$ cat src/hw/rtl/mbrc_pkg.sv
// Shared types, codes and functions of the Modbus RTU response checker.
// No dependencies; every other file of the block imports this package.
package mbrc_pkg;

    localparam int TGT_W = 9;
    localparam logic [15:0] CRC_INIT = 16'hFFFF;
    localparam logic [15:0] CRC_POLY = 16'hA001;
    localparam logic [TGT_W-1:0] EXC_LEN = 9'd5;
    localparam logic [TGT_W-1:0] LEN_OFFSET = 9'd5;
    localparam logic [TGT_W-1:0] READ_REPLY_LEN = 9'd9;
    localparam logic [7:0] READ_BYTE_COUNT = 8'h04;
    localparam logic [7:0] STATUS_OVERRANGE = 8'h01;
    localparam logic [7:0] RANGE_MAX = 8'h02;

    typedef enum logic [1:0] {
        MODE_START = 2'd0,
        MODE_BYTE  = 2'd1,
        MODE_TICK  = 2'd2
    } t_mode;

    localparam logic [1:0] CFG_SLAVE_ADDR = 2'd0;
    localparam logic [1:0] CFG_FUNC_CODE  = 2'd1;
    localparam logic [1:0] CFG_TIMEOUT    = 2'd2;

    localparam logic [3:0] DIAG_OK        = 4'd0;
    localparam logic [3:0] DIAG_TIMEOUT   = 4'd1;
    localparam logic [3:0] DIAG_TOO_LARGE = 4'd2;
    localparam logic [3:0] DIAG_TOO_SHORT = 4'd3;
    localparam logic [3:0] DIAG_CRC       = 4'd4;
    localparam logic [3:0] DIAG_ADDRESS   = 4'd5;
    localparam logic [3:0] DIAG_EXCEPTION = 4'd6;
    localparam logic [3:0] DIAG_FORMAT    = 4'd7;
    localparam logic [3:0] DIAG_OVERRANGE = 4'd8;
    localparam logic [3:0] DIAG_STATUS    = 4'd9;
    localparam logic [3:0] DIAG_RANGE     = 4'd10;

    typedef struct packed {
        logic [7:0]  node_addr;
        logic [6:0]  function_code;
        logic [15:0] tick_limit;
    } t_cfg;

    typedef struct packed {
        logic [6:0][7:0]  head;
        logic [15:0]      rx_crc;
        logic [15:0]      calc_crc;
        logic [TGT_W-1:0] length;
    } t_frame_view;

    typedef struct packed {
        logic [3:0]       diagnostic;
        logic             measurement_valid;
        logic [7:0]       status_byte;
        logic [7:0]       range_code;
        logic [15:0]      meas_raw;
        logic [15:0]      rx_crc;
        logic [15:0]      calc_crc;
        logic [3:0]       frm_len;
        logic [7:0]       exc_code;
        logic [TGT_W-1:0] announced_length;
    } t_result;

    function automatic logic [15:0] crc_step(input logic [15:0] c_in, input logic [7:0] b);
        logic [15:0] c;
        c = c_in ^ {8'h00, b};
        for (int k = 0; k < 8; k++) begin
            c = c[0] ? ((c >> 1) ^ CRC_POLY) : (c >> 1);
        end
        return c;
    endfunction

    function automatic t_result partial_result(input logic [3:0] diag, input logic [3:0] len,
                                               input logic have_count, input logic [7:0] b2);
        t_result r;
        r = '0;
        r.diagnostic = diag;
        r.frm_len = len;
        r.exc_code = have_count ? b2 : 8'h00;
        return r;
    endfunction

endpackage

$ cat src/hw/rtl/mbrc_parser.sv
// Checks a delimited frame: CRC, address, exception, format and measurement fields.
// Purely combinational; depends on mbrc_pkg.
module mbrc_parser #(
    parameter int FRAME_CAPACITY = 9
) (
    input  mbrc_pkg::t_frame_view i_view,
    input  mbrc_pkg::t_cfg        i_cfg,
    output mbrc_pkg::t_result     o_result
);
    import mbrc_pkg::*;

    localparam logic [TGT_W-1:0] CAP = TGT_W'(FRAME_CAPACITY);

    logic [7:0] b1_exc;

    assign b1_exc = {1'b1, i_cfg.function_code};

    always_comb begin
        o_result = '0;
        o_result.frm_len = i_view.length[3:0];
        o_result.exc_code = (i_view.length >= 9'd3) ? i_view.head[2] : 8'h00;
        if (i_view.length < EXC_LEN || i_view.length > CAP) begin
            o_result.diagnostic = DIAG_TOO_SHORT;
        end else begin
            o_result.rx_crc = i_view.rx_crc;
            o_result.calc_crc = i_view.calc_crc;
            priority if (i_view.rx_crc != i_view.calc_crc) begin
                o_result.diagnostic = DIAG_CRC;
            end else if (i_view.head[0] != i_cfg.node_addr) begin
                o_result.diagnostic = DIAG_ADDRESS;
            end else if (i_view.head[1] == b1_exc) begin
                o_result.diagnostic = DIAG_EXCEPTION;
            end else if (i_view.length != READ_REPLY_LEN
                         || i_view.head[1] != {1'b0, i_cfg.function_code}
                         || i_view.head[2] != READ_BYTE_COUNT) begin
                o_result.diagnostic = DIAG_FORMAT;
            end else begin
                o_result.status_byte = i_view.head[3];
                o_result.range_code = i_view.head[4];
                o_result.meas_raw = {i_view.head[5], i_view.head[6]};
                priority if (i_view.head[3] == STATUS_OVERRANGE) begin
                    o_result.diagnostic = DIAG_OVERRANGE;
                end else if (i_view.head[3] != 8'h00) begin
                    o_result.diagnostic = DIAG_STATUS;
                end else if (i_view.head[4] > RANGE_MAX) begin
                    o_result.diagnostic = DIAG_RANGE;
                end else begin
                    o_result.diagnostic = DIAG_OK;
                end
                o_result.measurement_valid = (o_result.diagnostic == DIAG_OK);
            end
        end
    end

endmodule

$ cat src/hw/rtl/mbrc_frame_tracker.sv
// Reception state of one reply: byte count, length, running CRC, ticks and stored header bytes.
// Depends on mbrc_pkg and instantiates mbrc_parser.
module mbrc_frame_tracker #(
    parameter int FRAME_CAPACITY = 9
) (
    input  logic              i_clk,
    input  logic              i_rst_n,
    input  logic              i_step,
    input  logic [1:0]        i_mode,
    input  logic [7:0]        i_data_byte,
    input  mbrc_pkg::t_cfg    i_cfg,
    output logic              o_res_valid,
    output mbrc_pkg::t_result o_result
);
    import mbrc_pkg::*;

    localparam int CNT_W = $clog2(FRAME_CAPACITY + 1);
    localparam logic [CNT_W-1:0] CAP_CNT = CNT_W'(FRAME_CAPACITY);
    localparam logic [TGT_W-1:0] CAP_TGT = TGT_W'(FRAME_CAPACITY);

    logic [CNT_W-1:0] r_count, n_count;
    logic [TGT_W-1:0] r_target, n_target;
    logic [15:0]      r_crc0, n_crc0;
    logic [15:0]      r_crc1, n_crc1;
    logic [15:0]      r_elapsed, n_elapsed;
    logic             r_awaiting, n_awaiting;
    logic [6:0][7:0]  r_head, n_head;
    logic [7:0]       r_last, n_last;

    logic [CNT_W-1:0] count_inc;
    logic [TGT_W-1:0] count_inc_w;
    logic [15:0]      limit;
    logic [TGT_W-1:0] byte_target;
    t_frame_view      view;
    t_result          parsed;

    assign count_inc = r_count + 1'b1;
    assign count_inc_w = TGT_W'(count_inc);
    assign limit = (i_cfg.tick_limit == 16'h0000) ? 16'h0001 : i_cfg.tick_limit;

    always_comb begin
        for (int i = 0; i < 7; i++) begin
            n_head[i] = (r_count == CNT_W'(i)) ? i_data_byte : r_head[i];
        end
    end

    always_comb begin
        if (count_inc_w >= 9'd2 && n_head[1][7]) begin
            byte_target = EXC_LEN;
        end else if (count_inc_w >= 9'd3) begin
            byte_target = TGT_W'(n_head[2]) + LEN_OFFSET;
        end else begin
            byte_target = r_target;
        end
    end

    assign view.head = n_head;
    assign view.rx_crc = {i_data_byte, r_last};
    assign view.calc_crc = r_crc1;
    assign view.length = byte_target;

    mbrc_parser #(
        .FRAME_CAPACITY(FRAME_CAPACITY)
    ) u_parser (
        .i_view  (view),
        .i_cfg   (i_cfg),
        .o_result(parsed)
    );

    always_comb begin
        n_count = r_count;
        n_target = r_target;
        n_crc0 = r_crc0;
        n_crc1 = r_crc1;
        n_elapsed = r_elapsed;
        n_awaiting = r_awaiting;
        n_last = r_last;
        o_res_valid = 1'b0;
        o_result = '0;
        if (i_step) begin
            unique case (i_mode)
                MODE_START: begin
                    n_count = '0;
                    n_target = '0;
                    n_crc0 = CRC_INIT;
                    n_crc1 = CRC_INIT;
                    n_elapsed = '0;
                    n_awaiting = 1'b1;
                end
                MODE_TICK: begin
                    if (r_awaiting) begin
                        n_elapsed = (r_elapsed == 16'hFFFF) ? r_elapsed : r_elapsed + 16'd1;
                        if (n_elapsed >= limit) begin
                            o_res_valid = 1'b1;
                            o_result = partial_result(DIAG_TIMEOUT, r_count[3:0],
                                                      TGT_W'(r_count) >= 9'd3, r_head[2]);
                            n_awaiting = 1'b0;
                        end
                    end
                end
                MODE_BYTE: begin
                    if (r_awaiting) begin
                        if (r_count >= CAP_CNT) begin
                            o_res_valid = 1'b1;
                            o_result = partial_result(DIAG_TIMEOUT, r_count[3:0],
                                                      TGT_W'(r_count) >= 9'd3, r_head[2]);
                            n_awaiting = 1'b0;
                        end else begin
                            n_count = count_inc;
                            n_crc1 = r_crc0;
                            n_crc0 = crc_step(r_crc0, i_data_byte);
                            n_last = i_data_byte;
                            n_target = byte_target;
                            priority if (byte_target > CAP_TGT) begin
                                o_res_valid = 1'b1;
                                o_result = partial_result(DIAG_TOO_LARGE, count_inc[3:0],
                                                          1'b1, n_head[2]);
                                o_result.announced_length = byte_target;
                                n_awaiting = 1'b0;
                            end else if (byte_target != '0 && count_inc_w >= byte_target) begin
                                o_res_valid = 1'b1;
                                o_result = parsed;
                                n_awaiting = 1'b0;
                            end else if (count_inc >= CAP_CNT) begin
                                o_res_valid = 1'b1;
                                o_result = partial_result(DIAG_TIMEOUT, count_inc[3:0],
                                                          count_inc_w >= 9'd3, n_head[2]);
                                n_awaiting = 1'b0;
                            end else begin
                                n_awaiting = r_awaiting;
                            end
                        end
                    end
                end
                default: begin
                    n_awaiting = r_awaiting;
                end
            endcase
        end
    end

    always_ff @(posedge i_clk) begin
        if (!i_rst_n) begin
            r_count <= '0;
            r_target <= '0;
            r_crc0 <= CRC_INIT;
            r_crc1 <= CRC_INIT;
            r_elapsed <= '0;
            r_awaiting <= 1'b0;
        end else begin
            r_count <= n_count;
            r_target <= n_target;
            r_crc0 <= n_crc0;
            r_crc1 <= n_crc1;
            r_elapsed <= n_elapsed;
            r_awaiting <= n_awaiting;
        end
    end

    always_ff @(posedge i_clk) begin
        if (i_step && i_mode == MODE_BYTE && r_awaiting && r_count < CAP_CNT) begin
            r_head <= n_head;
        end
        r_last <= n_last;
    end

endmodule

$ cat config.mk
export PLATFORM = sky130hd
export DESIGN_NAME = mbrc_frame_tracker
export DESIGN_NICKNAME = d
export VERILOG_FILES = /design/src/hw/rtl/mbrc_pkg.sv /design/src/hw/rtl/mbrc_parser.sv /design/src/hw/rtl/mbrc_frame_tracker.sv
export SDC_FILE = /design/constraint.sdc
export NUM_CORES = 1
export LEC_CHECK = 0
export BUFFER_PORTS_ARGS = -buffer_cell sky130_fd_sc_hd__buf_2
export CORE_ASPECT_RATIO = 2
export CORE_MARGIN = 2
export CORE_UTILIZATION = 52
export CTS_CLUSTER_SIZE = 8
export DETAILED_ROUTE_END_ITERATION = 10
export HOLD_SLACK_MARGIN = 0.02
export MAX_ROUTING_LAYER = met4
export PLACE_DENSITY = 0.74
export SLEW_MARGIN = 0
export SYNTH_ARGS = -nofsm -noshare
export SYNTH_HDL_FRONTEND = slang
export SYNTH_SLANG_ARGS = --single-unit
$ cat constraint.sdc
create_clock -name i_clk -period 4.85 [get_ports i_clk]
set_input_delay 0.7275 -clock i_clk [delete_from_list [all_inputs] [get_ports i_clk]]
set_output_delay 0.7275 -clock i_clk [all_outputs]
set_load 0.03 [all_outputs]
==> summary.txt, run 1 <==
Global route
  – Gr usage total: 0.330
  – First-pass GRT wire length: between 40 and 50 mm
  – Vias in the first global route: ~8000
  – Most Crowded Layer GR: met2
  – Pin count of the biggest net entering global routing: 43
  – GR Util met2: 0.593
  – Met1 usage: 0.315
  – Initial antenna violation count: 0
  – Total gr overflow: 0
  – Met3 Use GR: 0.0545

Setup path
  – Crit path launch type: flip-flop
  – WP data required: between 4 and 5 ns
  – Levels on crit path: 19
  – Worst Setup Path Type: reg -> out
  – Critical path buffers and inverters: 5
  – R2R Setup Slk: roughly 1.3 ns
  – CP most frequent cell: a21o_1
  – Top Family by Delay on Critical Path: simple AND/OR/NAND/NOR gates
  – CP Max Fanout: 6
  – Reg2Reg Depth: 17
  – FF-to-FF End: r_awaiting
  – CP cell instances: buf_6, ha_4, and3b_2, a31oi_4, mux2i_2, and2_4, inv_4, ha_4, nand2b_4, a21o_1, a21o_1, a21o_1, o311ai_4, inv_2, nand2_4, or3_4, buf_12, nor2b_1, buf_4
  – Crit path DAT: about 4.3 ns
  – CP endpoint kind: output pin
  – R2R Path Start: r_count[1]
  – Crit. Startpoint: r_count[1]
  – Cell with the largest stage delay on the worst path: or3_4
  – CP max stage delay: ~0.48 ns

STA
  – Tcrit/Tclk final: 1.03
  – Final setup margin: -0.126 ns
  – F_max: about 0.20 GHz
  – Min Tclk post-route: approximately 5 ns
  – Relative slew slack: 0.204
  – Final Max Slew Viols: 0
  – Hold Vio Cnt, Final: 0
  – Worst-Margin Slew: about 1.2 ns
  – Count of final setup violators: 31
  – Hold slack: about 0.47 ns
  – Clock skew: 0.00537 ns
  – RSZ-0062 raised after global routing: yes

Placed design
  – DP HPWL: around 19 mm
  – Input/output buffers: between 100 and 150
  – Final GP Congestion: approximately 1

Min path
  – Hold Startpoint: r_crc0[9]
  – WHS Path Cells: 2
  – Hold Crit Endpoint: r_crc0[1]
  – Hold Path Class: reg -> reg

Power and ir drop
  – Clock Power Share: 0.515
  – Net switching power: around 0.00063 W
  – P_leak: a little under 5 nW
  – Cell Int Power: ~0.0020 W
  – Peak VDD IR: 0.240 mV
  – Switching Fraction: 0.237
  – Power Density: approximately 240 nW/um^2
  – Comb pwr share: 0.079
  – Register share of total power: 0.406

Clock network
  – CTS Buf Count: 17
  – Clk sinks: approximately 120
  – CTS Hold Bufs: 0
  – Worst-Skew Late Latency: roughly 0.43 ns
  – Clock root buffer master: clkbuf_16
  – Clock Path Buffers: 2
  – CTS H-tree lvls: 4
  – Clock Pin Slew Worst Setup and Hold Paths: roughly 0.060 ns
  – TritonCTS clock tree: built

Die
  – Die H: 182 um
  – Die width: 93.2 um
  – Rows: 65
  – Die Area: between 15000 and 20000 sq um
  – # IOs: 135
  – Initial core utilization: 0.527
  – Core ar.: 15700 sq um

Synthesis
  – Seq cells post-synth: between 100 and 150
  – Synthesized Nets: just over 1000
  – Largest cells by area after synthesis: edfxtp_1, dfxtp_1, ha_1, xnor2_1, nand2_1
  – Yosys top cell by area: edfxtp_1
  – Mapped Area: 8270 sq um
  – Top-count cell post-synth: nand2_1
  – Syn_area_per_cell: 8.85 sq um
  – Post-synth EDFFs: between 60 and 70
  – Post-synth top cells: nand2_1, nor2_1, edfxtp_1, inv_1, dfxtp_1
  – Synth Instances: between 900 and 1000
  – Yosys cell types: 79
  – Sequential cell area fraction in the yosys report: 0.371
  – Ys async rst share: 0
  – Ys Warns: 0
  – Synth Flop Type: edfxtp_1
  – Share of Yosys cell area claimed by the top area cell type: 0.232

Job
  – Max-capacitance violation count: 0

Outcome
  – Outcome: finished, violations left
  – Failing checks: negative setup slack

Final layout
  – P&R area growth vs syn: 37.0%
  – Ant diodes: 0
  – Final Util: 0.721
  – Final nets: 1211
  – Share of layout cells above drive strength 1: 0.356

Drt
  – DRC Markers: 0
  – WL final: roughly 28 mm
  – Avg WL per Cell: 20.8 um
  – Drt via density: about 6.1
  – First-pass iteration count of the detailed router: 5
  – Final ANT Viol Nets: 0
  – DRT iter0 DRCs: roughly 560
  – Via count of the routed design: 8184
[flip-flops by register name (all words and copies together) (netlist names)]
register,count
r_crc0,16
r_target,9
r_crc1,11
r_head,56
r_awaiting,1
r_count,4
r_elapsed,16
r_last,8
[worst max path at each step]
stage / endpoint / slack [ns]
after floorplan: o_result[67] / -0.07
after global placement: o_result[9] / -0.005
after detailed placement: o_result[9] / -0.03
after CTS: o_result[44] / 0.002
after global routing: o_result[68] / -0.29
final: o_result[67] / -0.13
[power by group through the flow]
| stage | clock network [W] | registers, W | logic, W |
|---|---|---|---|
| after floorplan | 0 | 0.00111 | 0.000121 |
| after global placement | 0 | 0.00111 | 0.000195 |
| after detailed placement | 0 | 0.00111 | 0.000198 |
| after CTS | 0.00138 | 0.00108 | 0.000204 |
| after global routing | 0.00142 | 0.00109 | 0.000227 |
| final | 0.00138 | 0.00108 | 0.000212 |
[metal layers]
layer	wire length, um	up-vias
met5	0	-
met4	2030	0
met3	1410	141
met2	15300	378
met1	9320	3944
li1	-	3721
[per-stage QoR]
stage / instance area, sq um / setup slack [ns] / TNS [ns] / power [W] / instances
after floorplan: 8300 / -0.0744 / -0.483 / 0.00123 / 934
after CTS: 10600 / 0.00203 / 0 / 0.00267 / 1330
after detailed placement: 9420 / -0.0282 / -0.0471 / 0.00131 / 1271
final: 11300 / -0.126 / -1.22 / 0.00267 / 1348
after global routing: 11300 / -0.294 / -11.71 / 0.00273 / 1348
after global placement: 9420 / -0.00481 / -0.00481 / 0.00130 / 1271
[cells in the final DEF (no fill, tap or decap), types with 8 or more instances in the layout]
master | netlist | routed
o22ai_1 | 23 | 22
xor2_1 | 19 | 18
buf_2 | 4 | 63
mux2_2 | 20 | 20
nor2_1 | 76 | 58
nor3_1 | 25 | 20
inv_1 | 59 | 56
a21o_1 | 10 | 10
edfxtp_1 | 64 | 64
buf_6 | 5 | 58
o21ai_0 | 43 | 38
nor2_4 | 0 | 10
mux2i_1 | 21 | 18
and2_1 | 38 | 25
clkbuf_16 | 0 | 24
nand3_1 | 26 | 24
nor2_2 | 0 | 8
nand2b_1 | 9 | 8
nand2_1 | 99 | 98
buf_4 | 0 | 107
nor2b_4 | 10 | 12
ha_1 | 33 | 28
a22oi_1 | 15 | 15
nor2b_1 | 19 | 16
and2_4 | 1 | 14
nor4_1 | 13 | 12
nand4_1 | 10 | 10
xnor2_1 | 44 | 42
a21oi_1 | 37 | 32
dfxtp_1 | 57 | 48
[cell type report]
class,count,area [sq um]
sequential,121,3080
multi-input combinational,697,5160
inverter,60,233
clock inverter,8,87.6
tap,201,251
fill,1103,4370
clock buffer,24,567
timing repair buffer,237,1940
[cells by family (layout without fill, tap and decap cells)]
kind of cell	after synthesis	after routing	synth area share
AO/OA/AOI/OAI	193	193	0.159
XOR/XNOR	63	63	0.0667
adder cells (fa/ha/maj)	33	33	0.0499
buffers and inverters	116	329	0.0593
flip-flops	121	121	0.371
multiplexers	44	44	0.0598
AND/OR/NAND/NOR	364	364	0.234
[repair_timing]
item | in CTS | in global routing
pin swaps | 22 | 28
setup buffers | 24 | 15
setup endpoints to repair | 77 | 77
resized for setup | 87 | 195
gates cloned | 3 | 4
[worst reg2reg max path: cells and delay by family, from the launching register on]
family / cells / cell delay, ns
flip-flops: 1 / 0.37
buffers and inverters: 3 / 0.33
adder cells (fa/ha/maj): 2 / 0.39
AO/OA/AOI/OAI: 7 / 1.38
multiplexers: 1 / 0.29
AND/OR/NAND/NOR: 4 / 0.68
(Power assumes the default switching activity.)
==> inputs of run 2 (changes only) <==
--- a/config.mk
+++ b/config.mk
@@ -8,12 +8,12 @@
 export BUFFER_PORTS_ARGS = -buffer_cell sky130_fd_sc_hd__buf_2
 export CORE_ASPECT_RATIO = 2
 export CORE_MARGIN = 2
-export CORE_UTILIZATION = 52
+export CORE_UTILIZATION = 55
 export CTS_CLUSTER_SIZE = 8
 export DETAILED_ROUTE_END_ITERATION = 10
 export HOLD_SLACK_MARGIN = 0.02
 export MAX_ROUTING_LAYER = met4
-export PLACE_DENSITY = 0.74
+export PLACE_DENSITY = 0.75
 export SLEW_MARGIN = 0
 export SYNTH_ARGS = -nofsm -noshare
 export SYNTH_HDL_FRONTEND = slang
==> constraint.sdc (replaced) <==
create_clock -name i_clk -period 5.1 [get_ports i_clk]
set_input_delay 0.765 -clock i_clk [delete_from_list [all_inputs] [get_ports i_clk]]
set_output_delay 0.765 -clock i_clk [all_outputs]
set_load 0.03 [all_outputs]
==> run 2 against run 1 <==
Core utilization is 1.2 points lower. Critical path depth is 1 lower. Clock power decreased by 16%. Final area is 7.6% lower. Sequential cell count stayed put. The run now ends clean. Via count decreased by 4.9%.
==> summary.txt, run 2 (same netlist as run 1, synthesis figures left out) <==
Outcome
  – Outcome: complete, no violations

STA
  – F_max: 0.199 GHz
  – Count of final setup violators: 0 (-100%)
  – Clock skew: 0.00726 ns (+0.00190 ns)
  – RSZ-0062 raised after global routing: yes
  – Min Tclk post-route: ~5.0 ns
  – Hold Vio Cnt, Final: 0 (unchanged)
  – Worst-Margin Slew: 1.04 ns (-0.153 ns)
  – Final setup TNS: 0 ns (+1.22 ns)
  – Relative slew slack: 0.308 (+0.104)
  – Final Max Slew Viols: 0 (unchanged)
  – Tcrit/Tclk final: 0.987

Final layout
  – Filler cells: 1172 (+6.3%)
  – Max reg flops: 56 (unchanged)
  – Ant diodes: 0 (unchanged)
  – Multi-input logic area: 4940 sq um (-4.3%)
  – Post-Layout Cell Count: 1308 (-3.0%)
  – Most frequent cells in the layout: nand2_1, buf_2, buf_4
  – Largest regs: r_head x56, r_crc0 x16, r_elapsed x16
  – Register area: 3080 sq um (about the same)
  – Largest Register: r_head
  – Share of layout cells above drive strength 1: 0.295 (-0.0610)
  – P&R area growth vs syn: 26.6%
  – Final nets: 1177 (-2.8%)
  – Commonest non-fill, non-tap cell in the layout: nand2_1

Setup path
  – Crit path DAT: 4.27 ns (+0.02 ns)
  – CP endpoint kind: output pin
  – CP cell instances: and4_4, nand4_1, nor3_2, nand4_1, nor2b_4, and4_4, xor2_2, ha_1, a21o_1, a21o_1, a21oi_2, o21ai_1, a31o_2, a21oi_2, nor3_2, a41o_2, a22o_1, buf_6
  – CP Max Fanout: 6 (unchanged)
  – Cell with the largest stage delay on the worst path: dfxtp_4
  – Top Family by Delay on Critical Path: compound AO/OA/AOI/OAI gates
  – Crit path launch type: flip-flop
  – CP max stage delay: 0.35 ns (-0.13 ns)
  – Critical path buffers and inverters: 1 (-4)
  – WP data required: 4.34 ns (+0.22 ns)
  – Worst Setup Path Type: reg -> out

Global route
  – Gr usage total: 0.320 (-0.00975)
  – Pin count of the biggest net entering global routing: 43 (unchanged)
  – First-pass GRT wire length: 38.8 mm (-7.5%)
  – Initial antenna violation count: 0 (unchanged)
  – Total gr overflow: 0 (unchanged)
  – Vias in the first global route: 7519 (-6.4%)

Job
  – Max-capacitance violation count: 0 (unchanged)

Placed design
  – Input/output buffers: 134 (unchanged)
  – DP HPWL: 18.9 mm (-2.2%)
  – Dpl cells: 1256 (-1.2%)
  – Final GP Congestion: 0.980 (-2.6%)

Clock network
  – Clock Path Buffers: 2 (unchanged)
  – TritonCTS clock tree: built
  – CTS H-tree lvls: 4 (unchanged)
  – Clk sinks: 121 (unchanged)
  – CTS Buf Count: 17 (unchanged)
  – Clock Pin Slew Worst Setup and Hold Paths: 0.06 ns (about the same)
  – Clock root buffer master: clkbuf_16
  – Worst-Skew Late Latency: 0.43 ns (about the same)

Drt
  – Via count of the routed design: 7784 (-4.9%)
  – Final ANT Viol Nets: 0 (unchanged)
  – Drt via density: 5.95 (-2.0%)
  – DRT iter0 DRCs: 579 (+4.3%)
  – First-pass iteration count of the detailed router: 5 (unchanged)
  – WL final: 26.4 mm (-6.0%)
  – DRC Markers: 0 (unchanged)
  – Avg WL per Cell: 20.2 um (-3.1%)

Die
  – Core ar.: 14700 sq um (-6.1%)
  – Initial core utilization: 0.561 (+0.0342)
  – Die Area: 16100 sq um (-5.3%)
  – Die H: 177 um (-2.7%)
  – Die width: 90.7 um (-2.6%)
  – # IOs: 135 (unchanged)
  – Rows: 63 (-3.1%)

Power and ir drop
  – Peak VDD IR: 0.232 mV (-3.4%)
  – P_leak: 4.57 nW (-6.4%)
  – Power Density: 228 nW/um^2 (-3.4%)

Min path
  – Hold Path Class: reg -> reg
[run 2: final timing paths]
check / startpoint / endpoint / slack, ns / cells past startpoint
setup / recovery: r_elapsed[6] / o_result[10] / 0.07 / 18
hold / removal: r_crc0[9] / r_crc0[1] / 0.47 / 2
setup reg to reg: r_elapsed[6] / r_awaiting / 1.52 / 17
hold reg to reg: r_crc0[9] / r_crc0[1] / 0.47 / 2
[run 2: per-layer routing]
layer / share of wire / vias up / global-route usage / wire length [um]
met3: 0.046 / 106 / 0.0480 / 1210
met1: 0.35 / 3680 / 0.315 / 9240
met4: 0.051 / 0 / 0.169 / 1350
met2: 0.55 / 343 / 0.597 / 14600
met5: 0 / - / - / 0
li1: - / 3655 / - / -
[run 2: worst register-to-register path, stage by stage (launching register included)]
cell and delay, ns:
dfxtp_4 0.35, and4_4 0.28, nand4_1 0.20, nor3_2 0.29
nand4_1 0.17, nor2b_4 0.17, and4_4 0.20, xor2_2 0.14
ha_1 0.29, a21o_1 0.18, a21o_1 0.16, a21oi_2 0.11
o21ai_1 0.09, a31o_2 0.25, a21oi_1 0.23, nand2_1 0.08
o31a_1 0.11, a41oi_1 0.20
[run 2: cell type report]
class,instances,area share
inverters,60,0.0218
clock inverters,13,0.0103
repair buffers,203,0.134
flip-flops and latches,121,0.294
well taps,195,0.0233
clock buffers,19,0.0444
multi-input cells,697,0.472
[run 2: power breakdown]
| group | internal [W] | leakage, nW | switching [W] | total (W) |
|---|---|---|---|---|
| clock network | 0.000675 | 0.280 | 0.000488 | 0.00116 |
| registers | 0.00103 | 1.04 | 0.00000562 | 0.00103 |
| logic | 0.0000731 | 3.25 | 0.000118 | 0.000191 |
[run 2: repair_timing]
action,CTS,global route
buffers inserted,9,7
gates resized for setup,21,116
cloned,0,4
endpoints found under the setup margin,71,77
hold buffers,0,0
pin swaps,2,19
[run 2: per-stage QoR]
step | power, W | utilization | cell area, sq um | hold WS [ns] | worst slack [ns]
detailed placement | 0.00124 | 0.631 | 9300 | 0.454 | 0.0877
finish | 0.00238 | 0.710 | 10500 | 0.475 | 0.0688
global placement | 0.00123 | 0.631 | 9300 | 0.448 | 0.202
CTS | 0.00239 | 0.680 | 10000 | 0.477 | -0.00108
global route | 0.00245 | 0.710 | 10500 | 0.499 | -0.109
floorplan | 0.00117 | - | 8270 | 0.436 | 0.138
